### src/sv/iwseq_pkg.sv
// types and constants for the i2c write sequencer
// holds the control word layout, the microprogram step codes and reset values
// no dependencies
package iwseq_pkg;

  localparam int unsigned PcW   = 4;
  localparam int unsigned HoldW = 3;
  localparam int unsigned AddrW = 7;
  localparam int unsigned ByteW = 8;
  localparam int unsigned CntW  = 3;

  localparam logic [AddrW-1:0] TARGET_ADDR_RST = 7'h50;
  localparam logic [CntW-1:0]  BIT_CNT_LAST    = 3'd7;

  // microprogram step addresses
  localparam logic [PcW-1:0] PC_START_SDA = 4'd0;
  localparam logic [PcW-1:0] PC_START_SCL = 4'd1;
  localparam logic [PcW-1:0] PC_BIT_SDA   = 4'd2;
  localparam logic [PcW-1:0] PC_BIT_SCLH  = 4'd3;
  localparam logic [PcW-1:0] PC_BIT_SCLL  = 4'd4;
  localparam logic [PcW-1:0] PC_ACK_REL   = 4'd5;
  localparam logic [PcW-1:0] PC_ACK_SCLH  = 4'd6;
  localparam logic [PcW-1:0] PC_ACK_SCLL  = 4'd7;
  localparam logic [PcW-1:0] PC_ACK_DRV   = 4'd8;
  localparam logic [PcW-1:0] PC_STOP_SDA  = 4'd9;
  localparam logic [PcW-1:0] PC_STOP_SCL  = 4'd10;
  localparam logic [PcW-1:0] PC_STOP_END  = 4'd11;

  typedef enum logic [1:0] {
    SDA_ZERO = 2'd0,
    SDA_ONE  = 2'd1,
    SDA_BIT  = 2'd2
  } sda_sel_e;

  typedef enum logic [1:0] {
    ACT_NONE      = 2'd0,
    ACT_LOAD_ADDR = 2'd1,
    ACT_SHIFT     = 2'd2,
    ACT_LOAD_DATA = 2'd3
  } act_e;

  typedef enum logic [1:0] {
    JMP_NEXT      = 2'd0,
    JMP_BIT_LOOP  = 2'd1,
    JMP_BYTE_LOOP = 2'd2,
    JMP_END       = 2'd3
  } jmp_e;

  typedef struct packed {
    logic             scl;
    sda_sel_e         sda_sel;
    logic             drv;
    logic [HoldW-1:0] hold;
    logic             last;
    act_e             act;
    jmp_e             jmp;
    logic [PcW-1:0]   target;
  } ctrl_word_t;

  // datapath flags seen by the branch logic
  typedef struct packed {
    logic bit_last;
    logic addr_phase;
  } dp_status_t;

endpackage

### src/sv/iwseq_rom.sv
// control store of the i2c write sequencer: one control word per step
// depends on iwseq_pkg
module iwseq_rom import iwseq_pkg::*; (
  input  logic [PcW-1:0] pc_i,
  output ctrl_word_t     word_o
);

  // microprogram: start, byte loop, ack slot, byte loop again, ack slot, stop
  always_comb begin
    unique case (pc_i)
      PC_START_SDA: word_o = '{1'b1, SDA_ZERO, 1'b1, 3'd5, 1'b0, ACT_NONE,
                               JMP_NEXT, PC_START_SDA};
      PC_START_SCL: word_o = '{1'b0, SDA_ZERO, 1'b1, 3'd0, 1'b0, ACT_LOAD_ADDR,
                               JMP_NEXT, PC_START_SDA};
      PC_BIT_SDA:   word_o = '{1'b0, SDA_BIT, 1'b1, 3'd1, 1'b0, ACT_NONE,
                               JMP_NEXT, PC_START_SDA};
      PC_BIT_SCLH:  word_o = '{1'b1, SDA_BIT, 1'b1, 3'd5, 1'b0, ACT_NONE,
                               JMP_NEXT, PC_START_SDA};
      PC_BIT_SCLL:  word_o = '{1'b0, SDA_BIT, 1'b1, 3'd1, 1'b0, ACT_SHIFT,
                               JMP_BIT_LOOP, PC_BIT_SDA};
      PC_ACK_REL:   word_o = '{1'b0, SDA_ONE, 1'b0, 3'd1, 1'b0, ACT_NONE,
                               JMP_NEXT, PC_START_SDA};
      PC_ACK_SCLH:  word_o = '{1'b1, SDA_ONE, 1'b0, 3'd5, 1'b0, ACT_NONE,
                               JMP_NEXT, PC_START_SDA};
      PC_ACK_SCLL:  word_o = '{1'b0, SDA_ONE, 1'b0, 3'd0, 1'b0, ACT_NONE,
                               JMP_NEXT, PC_START_SDA};
      PC_ACK_DRV:   word_o = '{1'b0, SDA_ONE, 1'b1, 3'd0, 1'b0, ACT_LOAD_DATA,
                               JMP_BYTE_LOOP, PC_BIT_SDA};
      PC_STOP_SDA:  word_o = '{1'b0, SDA_ZERO, 1'b1, 3'd1, 1'b0, ACT_NONE,
                               JMP_NEXT, PC_START_SDA};
      PC_STOP_SCL:  word_o = '{1'b1, SDA_ZERO, 1'b1, 3'd5, 1'b0, ACT_NONE,
                               JMP_NEXT, PC_START_SDA};
      PC_STOP_END:  word_o = '{1'b1, SDA_ONE, 1'b1, 3'd5, 1'b1, ACT_NONE,
                               JMP_END, PC_START_SDA};
      default:      word_o = '{1'b1, SDA_ONE, 1'b1, 3'd0, 1'b1, ACT_NONE,
                               JMP_END, PC_START_SDA};
    endcase
  end

endmodule

### src/sv/iwseq_datapath.sv
// datapath of the i2c write sequencer: shift register, bit counter,
// byte phase flag and the registered result beat; depends on iwseq_pkg
module iwseq_datapath import iwseq_pkg::*; (
  input  logic             clk_i,
  input  logic             rst_ni,
  input  logic             take_i,
  input  logic [ByteW-1:0] data_byte_i,
  input  logic [AddrW-1:0] target_address_i,
  input  logic             step_i,
  input  ctrl_word_t       word_i,
  output dp_status_t       status_o,
  output logic             scl_level_o,
  output logic             sda_level_o,
  output logic             sda_driven_o,
  output logic [HoldW-1:0] hold_us_o,
  output logic             last_change_o
);

  logic [ByteW-1:0] data_q;
  logic [ByteW-1:0] shift_q, shift_d;
  logic [CntW-1:0]  cnt_q, cnt_d;
  logic             addr_phase_q, addr_phase_d;
  logic             sda_bit;

  assign status_o.bit_last   = (cnt_q == BIT_CNT_LAST);
  assign status_o.addr_phase = addr_phase_q;

  // sda source select
  always_comb begin
    unique case (word_i.sda_sel)
      SDA_ZERO: sda_bit = 1'b0;
      SDA_ONE:  sda_bit = 1'b1;
      SDA_BIT:  sda_bit = shift_q[ByteW-1];
      default:  sda_bit = 1'b1;
    endcase
  end

  // shift register and counter actions
  always_comb begin
    shift_d      = shift_q;
    cnt_d        = cnt_q;
    addr_phase_d = addr_phase_q;
    if (step_i) begin
      unique case (word_i.act)
        ACT_LOAD_ADDR: begin
          shift_d      = {target_address_i, 1'b0};
          cnt_d        = '0;
          addr_phase_d = 1'b1;
        end
        ACT_SHIFT: begin
          shift_d = {shift_q[ByteW-2:0], 1'b0};
          cnt_d   = cnt_q + 1'b1;
        end
        ACT_LOAD_DATA: begin
          shift_d      = data_q;
          cnt_d        = '0;
          addr_phase_d = 1'b0;
        end
        default: begin
          shift_d = shift_q;
        end
      endcase
    end
  end

  // control state
  always_ff @(posedge clk_i or negedge rst_ni) begin
    if (!rst_ni) begin
      cnt_q        <= '0;
      addr_phase_q <= 1'b1;
    end else begin
      cnt_q        <= cnt_d;
      addr_phase_q <= addr_phase_d;
    end
  end

  // payload registers
  always_ff @(posedge clk_i) begin
    shift_q <= shift_d;
    if (take_i) begin
      data_q <= data_byte_i;
    end
    if (step_i) begin
      scl_level_o   <= word_i.scl;
      sda_level_o   <= sda_bit;
      sda_driven_o  <= word_i.drv;
      hold_us_o     <= word_i.hold;
      last_change_o <= word_i.last;
    end
  end

endmodule

### src/sv/i2c_master_write_sequencer.sv
// i2c master write sequencer: each data byte beat expands into 61 line change beats
// the take sets busy_q; the first step then registers the first result beat valid
// throughput: one result beat per cycle while out_stall_i is low; the input stays stalled
// until the single step counter has walked the 12-step microprogram for the byte
// reset: idle, no result pending, target address 0x50
module i2c_master_write_sequencer import iwseq_pkg::*; (
  input  logic             clk_i,
  input  logic             rst_ni,
  input  logic             cfg_we_i,
  input  logic [AddrW-1:0] cfg_wdata_i,
  input  logic             in_valid_i,
  output logic             in_stall_o,
  input  logic [ByteW-1:0] data_byte_i,
  output logic             out_valid_o,
  input  logic             out_stall_i,
  output logic             scl_level_o,
  output logic             sda_level_o,
  output logic             sda_driven_o,
  output logic [HoldW-1:0] hold_us_o,
  output logic             last_change_o
);

  logic [AddrW-1:0] target_address_q;
  logic             busy_q, busy_d;
  logic [PcW-1:0]   pc_q, pc_d;
  logic             out_valid_q, out_valid_d;
  logic             take;
  logic             step;
  ctrl_word_t       word;
  dp_status_t       status;

  assign in_stall_o  = busy_q;
  assign out_valid_o = out_valid_q;
  assign take        = in_valid_i && !busy_q;
  assign step        = busy_q && (!out_valid_q || !out_stall_i);

  // configuration register
  always_ff @(posedge clk_i or negedge rst_ni) begin
    if (!rst_ni) begin
      target_address_q <= TARGET_ADDR_RST;
    end else if (cfg_we_i) begin
      target_address_q <= cfg_wdata_i;
    end
  end

  iwseq_rom u_rom (
    .pc_i   (pc_q),
    .word_o (word)
  );

  // step counter and branch logic
  always_comb begin
    pc_d   = pc_q;
    busy_d = busy_q;
    if (take) begin
      busy_d = 1'b1;
      pc_d   = PC_START_SDA;
    end else if (step) begin
      unique case (word.jmp)
        JMP_NEXT: begin
          pc_d = pc_q + 1'b1;
        end
        JMP_BIT_LOOP: begin
          pc_d = status.bit_last ? pc_q + 1'b1 : word.target;
        end
        JMP_BYTE_LOOP: begin
          pc_d = status.addr_phase ? word.target : pc_q + 1'b1;
        end
        JMP_END: begin
          busy_d = 1'b0;
          pc_d   = PC_START_SDA;
        end
        default: begin
          busy_d = 1'b0;
        end
      endcase
    end
  end

  // result beat valid
  always_comb begin
    if (step) begin
      out_valid_d = 1'b1;
    end else if (out_stall_i) begin
      out_valid_d = out_valid_q;
    end else begin
      out_valid_d = 1'b0;
    end
  end

  always_ff @(posedge clk_i or negedge rst_ni) begin
    if (!rst_ni) begin
      busy_q      <= 1'b0;
      pc_q        <= PC_START_SDA;
      out_valid_q <= 1'b0;
    end else begin
      busy_q      <= busy_d;
      pc_q        <= pc_d;
      out_valid_q <= out_valid_d;
    end
  end

  iwseq_datapath u_dp (
    .clk_i            (clk_i),
    .rst_ni           (rst_ni),
    .take_i           (take),
    .data_byte_i      (data_byte_i),
    .target_address_i (target_address_q),
    .step_i           (step),
    .word_i           (word),
    .status_o         (status),
    .scl_level_o      (scl_level_o),
    .sda_level_o      (sda_level_o),
    .sda_driven_o     (sda_driven_o),
    .hold_us_o        (hold_us_o),
    .last_change_o    (last_change_o)
  );

endmodule

### config.mk
export PLATFORM = sky130hd
export DESIGN_NAME = i2c_master_write_sequencer
export DESIGN_NICKNAME = d
export VERILOG_FILES = /design/src/sv/iwseq_pkg.sv /design/src/sv/iwseq_rom.sv /design/src/sv/iwseq_datapath.sv /design/src/sv/i2c_master_write_sequencer.sv
export SDC_FILE = /design/constraint.sdc
export NUM_CORES = 1
export LEC_CHECK = 0
export BUFFER_PORTS_ARGS = -buffer_cell sky130_fd_sc_hd__buf_2
export CAP_MARGIN = 40
export CORE_ASPECT_RATIO = 0.6
export CORE_UTILIZATION = 61
export DETAILED_ROUTE_END_ITERATION = 8
export GPL_TIMING_DRIVEN = 0
export PLACE_DENSITY = 0.84
export SYNTH_ARGS = -nofsm -noshare
export SYNTH_HDL_FRONTEND = slang
export SYNTH_SLANG_ARGS = --single-unit
export TNS_END_PERCENT = 20
### constraint.sdc
create_clock -name clk_i -period 4.96 [get_ports clk_i]
set_input_delay 0.744 -clock clk_i [delete_from_list [all_inputs] [get_ports clk_i]]
set_output_delay 0.744 -clock clk_i [all_outputs]
set_load 0.02 [all_outputs]
Word level (Yosys, flattened, before mapping)
Memory sizes are Yosys's and may differ from the RTL's.
Index checks and enable logic that the tools add are counted.

operators by class
  mux-type cells = 14
  eq/ne operators = 9
  add/sub/neg operators = 2
  reduce and logical (&&, ||, !) cells = 18

operators by type and width
  kind                                                             number
  8-bit case mux with 3 select lines                               1
  4-bit two-way mux                                                4
  4-bit case mux with 4 select lines                               1
  2-bit == test, second input constant                             5
  2-bit AND reduction                                              4
  2-bit nonzero test                                               4
  3-bit case mux with 2 select lines                               1
  1-bit two-way mux                                                5
  4-bit by 1-bit adder with 4-bit output, second input constant    1
  2-bit by 1-bit == test with 1-bit output, second input constant  2
  2-bit zero test                                                  2
  1-bit case mux with 2 select lines                               2
  3-bit by 1-bit adder with 3-bit output, second input constant    1
  3-bit == test, second input constant                             1
  1-bit zero test                                                  3
  3-bit nonzero test                                               1
  1-bit logical AND                                                2
  2-bit by 1-bit != test with 1-bit output, second input constant  1
  2-bit OR reduction                                               1
  1-bit logical OR                                                 1

word-level totals
  output and inout port bits = 9
  word-level logic and storage cells = 57
  bits of input ports = 20
  register bits = 40
  bits in read-only memories = 192
  memories = 1

memories
  memory            depth  width  read ports  clocked after memory_dff  write ports  RTL line         source
  (name not given)  16     12     1           0                         0            iwseq_rom.sv:10  unique case (pc_i)

Depth between registers and ports, before layout
  depth in word-level cells = 5
  gate-level depth with buffers = 7
  mapped depth without buffers = 7

By module
From an unflattened synthesis, not the netlist that was laid out.

unflattened totals
  cell total of the unflattened synthesis = 165
  area, all modules = 2015.7 um2

modules (own cells, without submodules)
  module                      area an instance (um2)  seq. area each (um2)  cells each  instances
  iwseq_datapath              1098.6                  792.0                 71          1
  i2c_master_write_sequencer  605.6                   327.8                 53          1
  iwseq_rom                   311.5                   0.0                   41          1

Worst setup path before layout
Ideal clock, no wire load.

  path kind = in2reg
  start = input out_stall_i
  end = register u_dp.shift_q[0] (enable)
  data arrival time = 1.407 ns
  path buffers = 0
  slack = 3.229 ns
  required time = 4.636 ns
  library setup time = 0.324 ns
  cell stages on the path = 4
  path through = a21bo_2 -> inv_2 -> nand2_2 -> inv_1

between the ends
  cells in the longest elaborated chain, start to end = 4

RTL lines
  item                                  RTL line                          source
  start, declared                       i2c_master_write_sequencer.sv:15  input logic out_stall_i,
  1-bit zero test                       i2c_master_write_sequencer.sv:35  assign step = busy_q && (!out_valid_q || !out_stall_i);
  1-bit logical OR                      i2c_master_write_sequencer.sv:35
  1-bit logical AND                     i2c_master_write_sequencer.sv:35
  2-bit AND reduction (no source line)  n/a
  end signal, assigned                  iwseq_datapath.sv:79              shift_q <= shift_d;
  end, declared                         iwseq_datapath.sv:20              logic [ByteW-1:0] shift_q, shift_d;

Every way passes these cells.
A chain may end at the register's enable or synchronous reset.

Worst setup path in the final report
  start = register pc_q[1]
  end = register u_dp.shift_q[1] (enable)

between the ends
  cells in the longest elaborated chain, start to end = 4
  elaborated cells between the ends (all ways) = 6
  classes of those cells = eq/ne (3); reduce/logical (2); memory (1)

RTL lines
  item                                                                       RTL line                          source
  start, declared                                                            i2c_master_write_sequencer.sv:25  logic [PcW-1:0] pc_q, pc_d;
  start signal, assigned                                                     i2c_master_write_sequencer.sv:98  pc_q <= pc_d;
  memory read 16 x 12 bit (*)                                                n/a
  2-bit by 1-bit == test with 1-bit output or 2-bit == test (tied branches)  iwseq_datapath.sv:44              unique case (word_i.act)
  3-bit nonzero test (no source line) (*)                                    n/a
  2-bit AND reduction (no source line) (*)                                   n/a

Mark *: on every way between the ends. The rest lies on a longest branch, timed or not.

==> impl_metrics.csv <==
group,metric,value,unit
critical_path,cp.arrival,1.87,ns
global_routing,use_met1,0.369,
cts,cts_buffer_depth,2,
floorplanning,fp.dieW,77.0,um
detailed_routing,ant_nets,0,
detailed_routing,drt_iter0_drc,152,
timing,layout_min_cycle_time,1.92,ns
detailed_routing,drtPass1Iterations,4,
final_layout,nFillCells,201,
cts,insertion_delay,0.29,ns
critical_path,path_class,"flop to flop",
pwr,ir_drop,315,uV
global_routing,antenna_found_initial,0,
floorplanning,io-pin-count,29,
placed_design,gp_congestion,0.951,
critical_path,worstRegToRegCells,7,
timing,setup_slack,3.04,ns
cts,cts.htree.levels,2,
cts,cts_tree,"yes",
detailed_routing,viasPerCell,5.99,
timing,setup_viol,0,
global_routing,met2_usage,0.418,
yosys,synth_area,0.00206,mm^2
timing,period_share,0.387,
global_routing,top_usage_layer,"met2",
yosys,synthTopCellsByArea,"edfxtp_1 32%, dfrtp_1 17%, ha_1 5.5%",
critical_path,critPathMaxFanout,10,
placed_design,post-dp-hpwl,3010,um
worst_hold_path,hold_path_class,"primary input to asynchronous set/reset pin",
global_routing,grt_util_met3,0.0796,
global_routing,grt_pass1_wl,6930,um
final_layout,diodes,0,
final_layout,drive_gt1_frac,0.280,
yosys,syn-num-nets,220,
yosys,synth_seq_cells,39,
run,maxCapViolations,0,
final_layout,final_core_util,0.773,
pwr,p_per_area,584,mW/mm^2
yosys,async_reset_ff_frac,0.436,
timing,drv_slew,0,
yosys,netlist.area_leader.share,0.321,
cts,cts.sinks,39,
cts,post_cts.repair.setup_buffers,0,
global_routing,overflow,0,
final_layout,syn_to_final_growth,14.1,%
placed_design,port_buffers,26,
yosys,yosysUniqueCellTypes,40,
cts,cts_buffers,5,
critical_path,required,4.92,ns
yosys,synth.yosys.seq_area_share,0.529,
detailed_routing,drt_wl_total,4420,um
floorplanning,core.rowCount,15,
pwr,p_leak,1.05,nW
yosys,synth_area_per_cell,10.8,um^2
yosys,yosysWarnings,0,
timing,tns,0,ns
timing,max_freq,521,MHz
yosys,netlist_instances,191,
critical_path,end_kind,"flop",
cts,cts_root_buffer,"clkbuf_8",
timing,finClkSkew,0.00408,ns
global_routing,grt_max_degree,18,
yosys,synth_most_common_cell,"edfxtp_1",
placed_design,place_ws,2.85,ns
pwr,finalPower,0.00137,W
global_routing,track_usage,0.267,
cts,ctsResizeCount,0,
floorplanning,dieArea,0.00362,mm^2
floorplanning,coreArea,0.00304,mm^2
critical_path,startpoint_type,"flop",
floorplanning,start_util,0.678,
yosys,ys.flop_type,"edfxtp_1",
outcome,status,"finished, final reports clean",
detailed_routing,routedWlPerCell,16.6,um
yosys,synth-edff-count,22,
final_layout,fin_nets,253,
cts,clk_pin_slew,0.07,ns
floorplanning,fp.dieH,47.0,um
detailed_routing,drcViolationCount,0,
global_routing,grt_pass1_vias,1435,
yosys,synth_top_area_cell,"edfxtp_1",
yosys,synth_commonest_cells,"22 x edfxtp_1, 21 x inv_1, 14 x dfrtp_1, 14 x o21ai_0, 12 x nor2_1",
timing,hold_violations,0,
timing,rsz0062_at_grt,"no",
cts,hold_buffers,0,
detailed_routing,vias,1598,
[layout by cell type (no fill, tap or decap), drive strengths merged, types with 2 or more instances in the layout]
cell / n
o22ai: 9
nand3: 10
dfstp: 3
ha: 9
nor2: 12
a2bb2oi: 2
mux2: 9
nand2: 10
a31o: 2
a22o: 2
inv: 23
a21oi: 11
a31oi: 9
clkbuf: 6
edfxtp: 22
o21ai: 15
mux2i: 2
clkinv: 2
dfrtp: 14
buf: 37
[registers in the layout, summed over array words and instances (netlist names)]
signal / flops
u_dp.last_change_o: 1
out_valid_o: 1
u_dp.sda_driven_o: 1
u_dp.hold_us_o: 2
u_dp.sda_level_o: 1
u_dp.scl_level_o: 1
u_dp.addr_phase_q: 1
in_stall_o: 1
pc_q: 4
u_dp.cnt_q: 3
u_dp.shift_q: 8
target_address_q: 7
u_dp.data_q: 8
[cells by family (layout without fill, tap and decap cells)]
group / after synthesis / in the layout / synth area share
other: 1 / 1 / 0.00182
xor gates and xnor gates: 1 / 1 / 0.00425
muxes: 11 / 11 / 0.0589
adders and majority gates: 9 / 9 / 0.0546
and+or+nand+nor: 39 / 39 / 0.0978
DFF: 39 / 39 / 0.529
AOI/OAI and AO/OA: 56 / 56 / 0.168
buffers and inverters: 35 / 69 / 0.0862
[area by class of cell]
cell class,count,area [um^2],area share
flip-flops and latches,39,1090,0.464
inverters,23,86.3,0.0367
multi-input cells,117,793,0.337
clock inverters,3,38.8,0.0165
repair buffers,26,130,0.0553
plain buffers,12,91.3,0.0389
well taps,42,52.6,0.0224
clock buffers,5,68.8,0.0293
[worst paths after layout]
kind                       slack (ns)                 startpoint                               to
hold / removal                   0.38                     rst_ni        u_dp.cnt_q[1]$_DFFE_PN0P_
min in group clk_i               0.51  u_dp.cnt_q[1]$_DFFE_PN0P_        u_dp.cnt_q[1]$_DFFE_PN0P_
max in group asynchronous        4.26                     rst_ni  target_address_q[4]$_DFFE_PN1P_
setup / recovery                 3.04        pc_q[1]$_DFFE_PN0P_        u_dp.shift_q[1]$_DFFE_PP_
setup reg to reg                 3.04        pc_q[1]$_DFFE_PN0P_        u_dp.shift_q[1]$_DFFE_PP_
hold reg to reg                  0.51  u_dp.cnt_q[1]$_DFFE_PN0P_        u_dp.cnt_q[1]$_DFFE_PN0P_
[worst max-delay path, stage by stage (launching register included)]
cell     delay (ns)
dfrtp_1        0.47
inv_1          0.16
ha_1           0.18
buf_6          0.15
mux2i_1        0.09
o21ai_1        0.15
nand2_2        0.10
inv_1          0.30
[report_power, final]
part           internal, W  switching, W
clock network     0.000147      0.000107
registers         0.000448     0.0000465
logic             0.000240      0.000384
total             0.000835      0.000537
[metrics by stage]
| step | hold slack [ns] | std cells | instance area, um^2 |
|---|---|---|---|
| after floorplan | 0.448 | 191 | 2060 |
| after global placement | 0.492 | 259 | 2240 |
| after detailed placement | 0.501 | 259 | 2240 |
| after CTS | 0.379 | 267 | 2350 |
| after global routing | 0.393 | 267 | 2350 |
| final | 0.376 | 267 | 2350 |
[layer usage]
metal | share of wire | up-vias | routed length (um)
met5 | 0 | - | 0
met3 | 0.10 | 7 | 464
met1 | 0.44 | 752 | 1970
met2 | 0.44 | 92 | 1960
li1 | - | 747 | -
met4 | 0.0081 | 0 | 36
No activity file was read; power rests on OpenSTA's default activity.
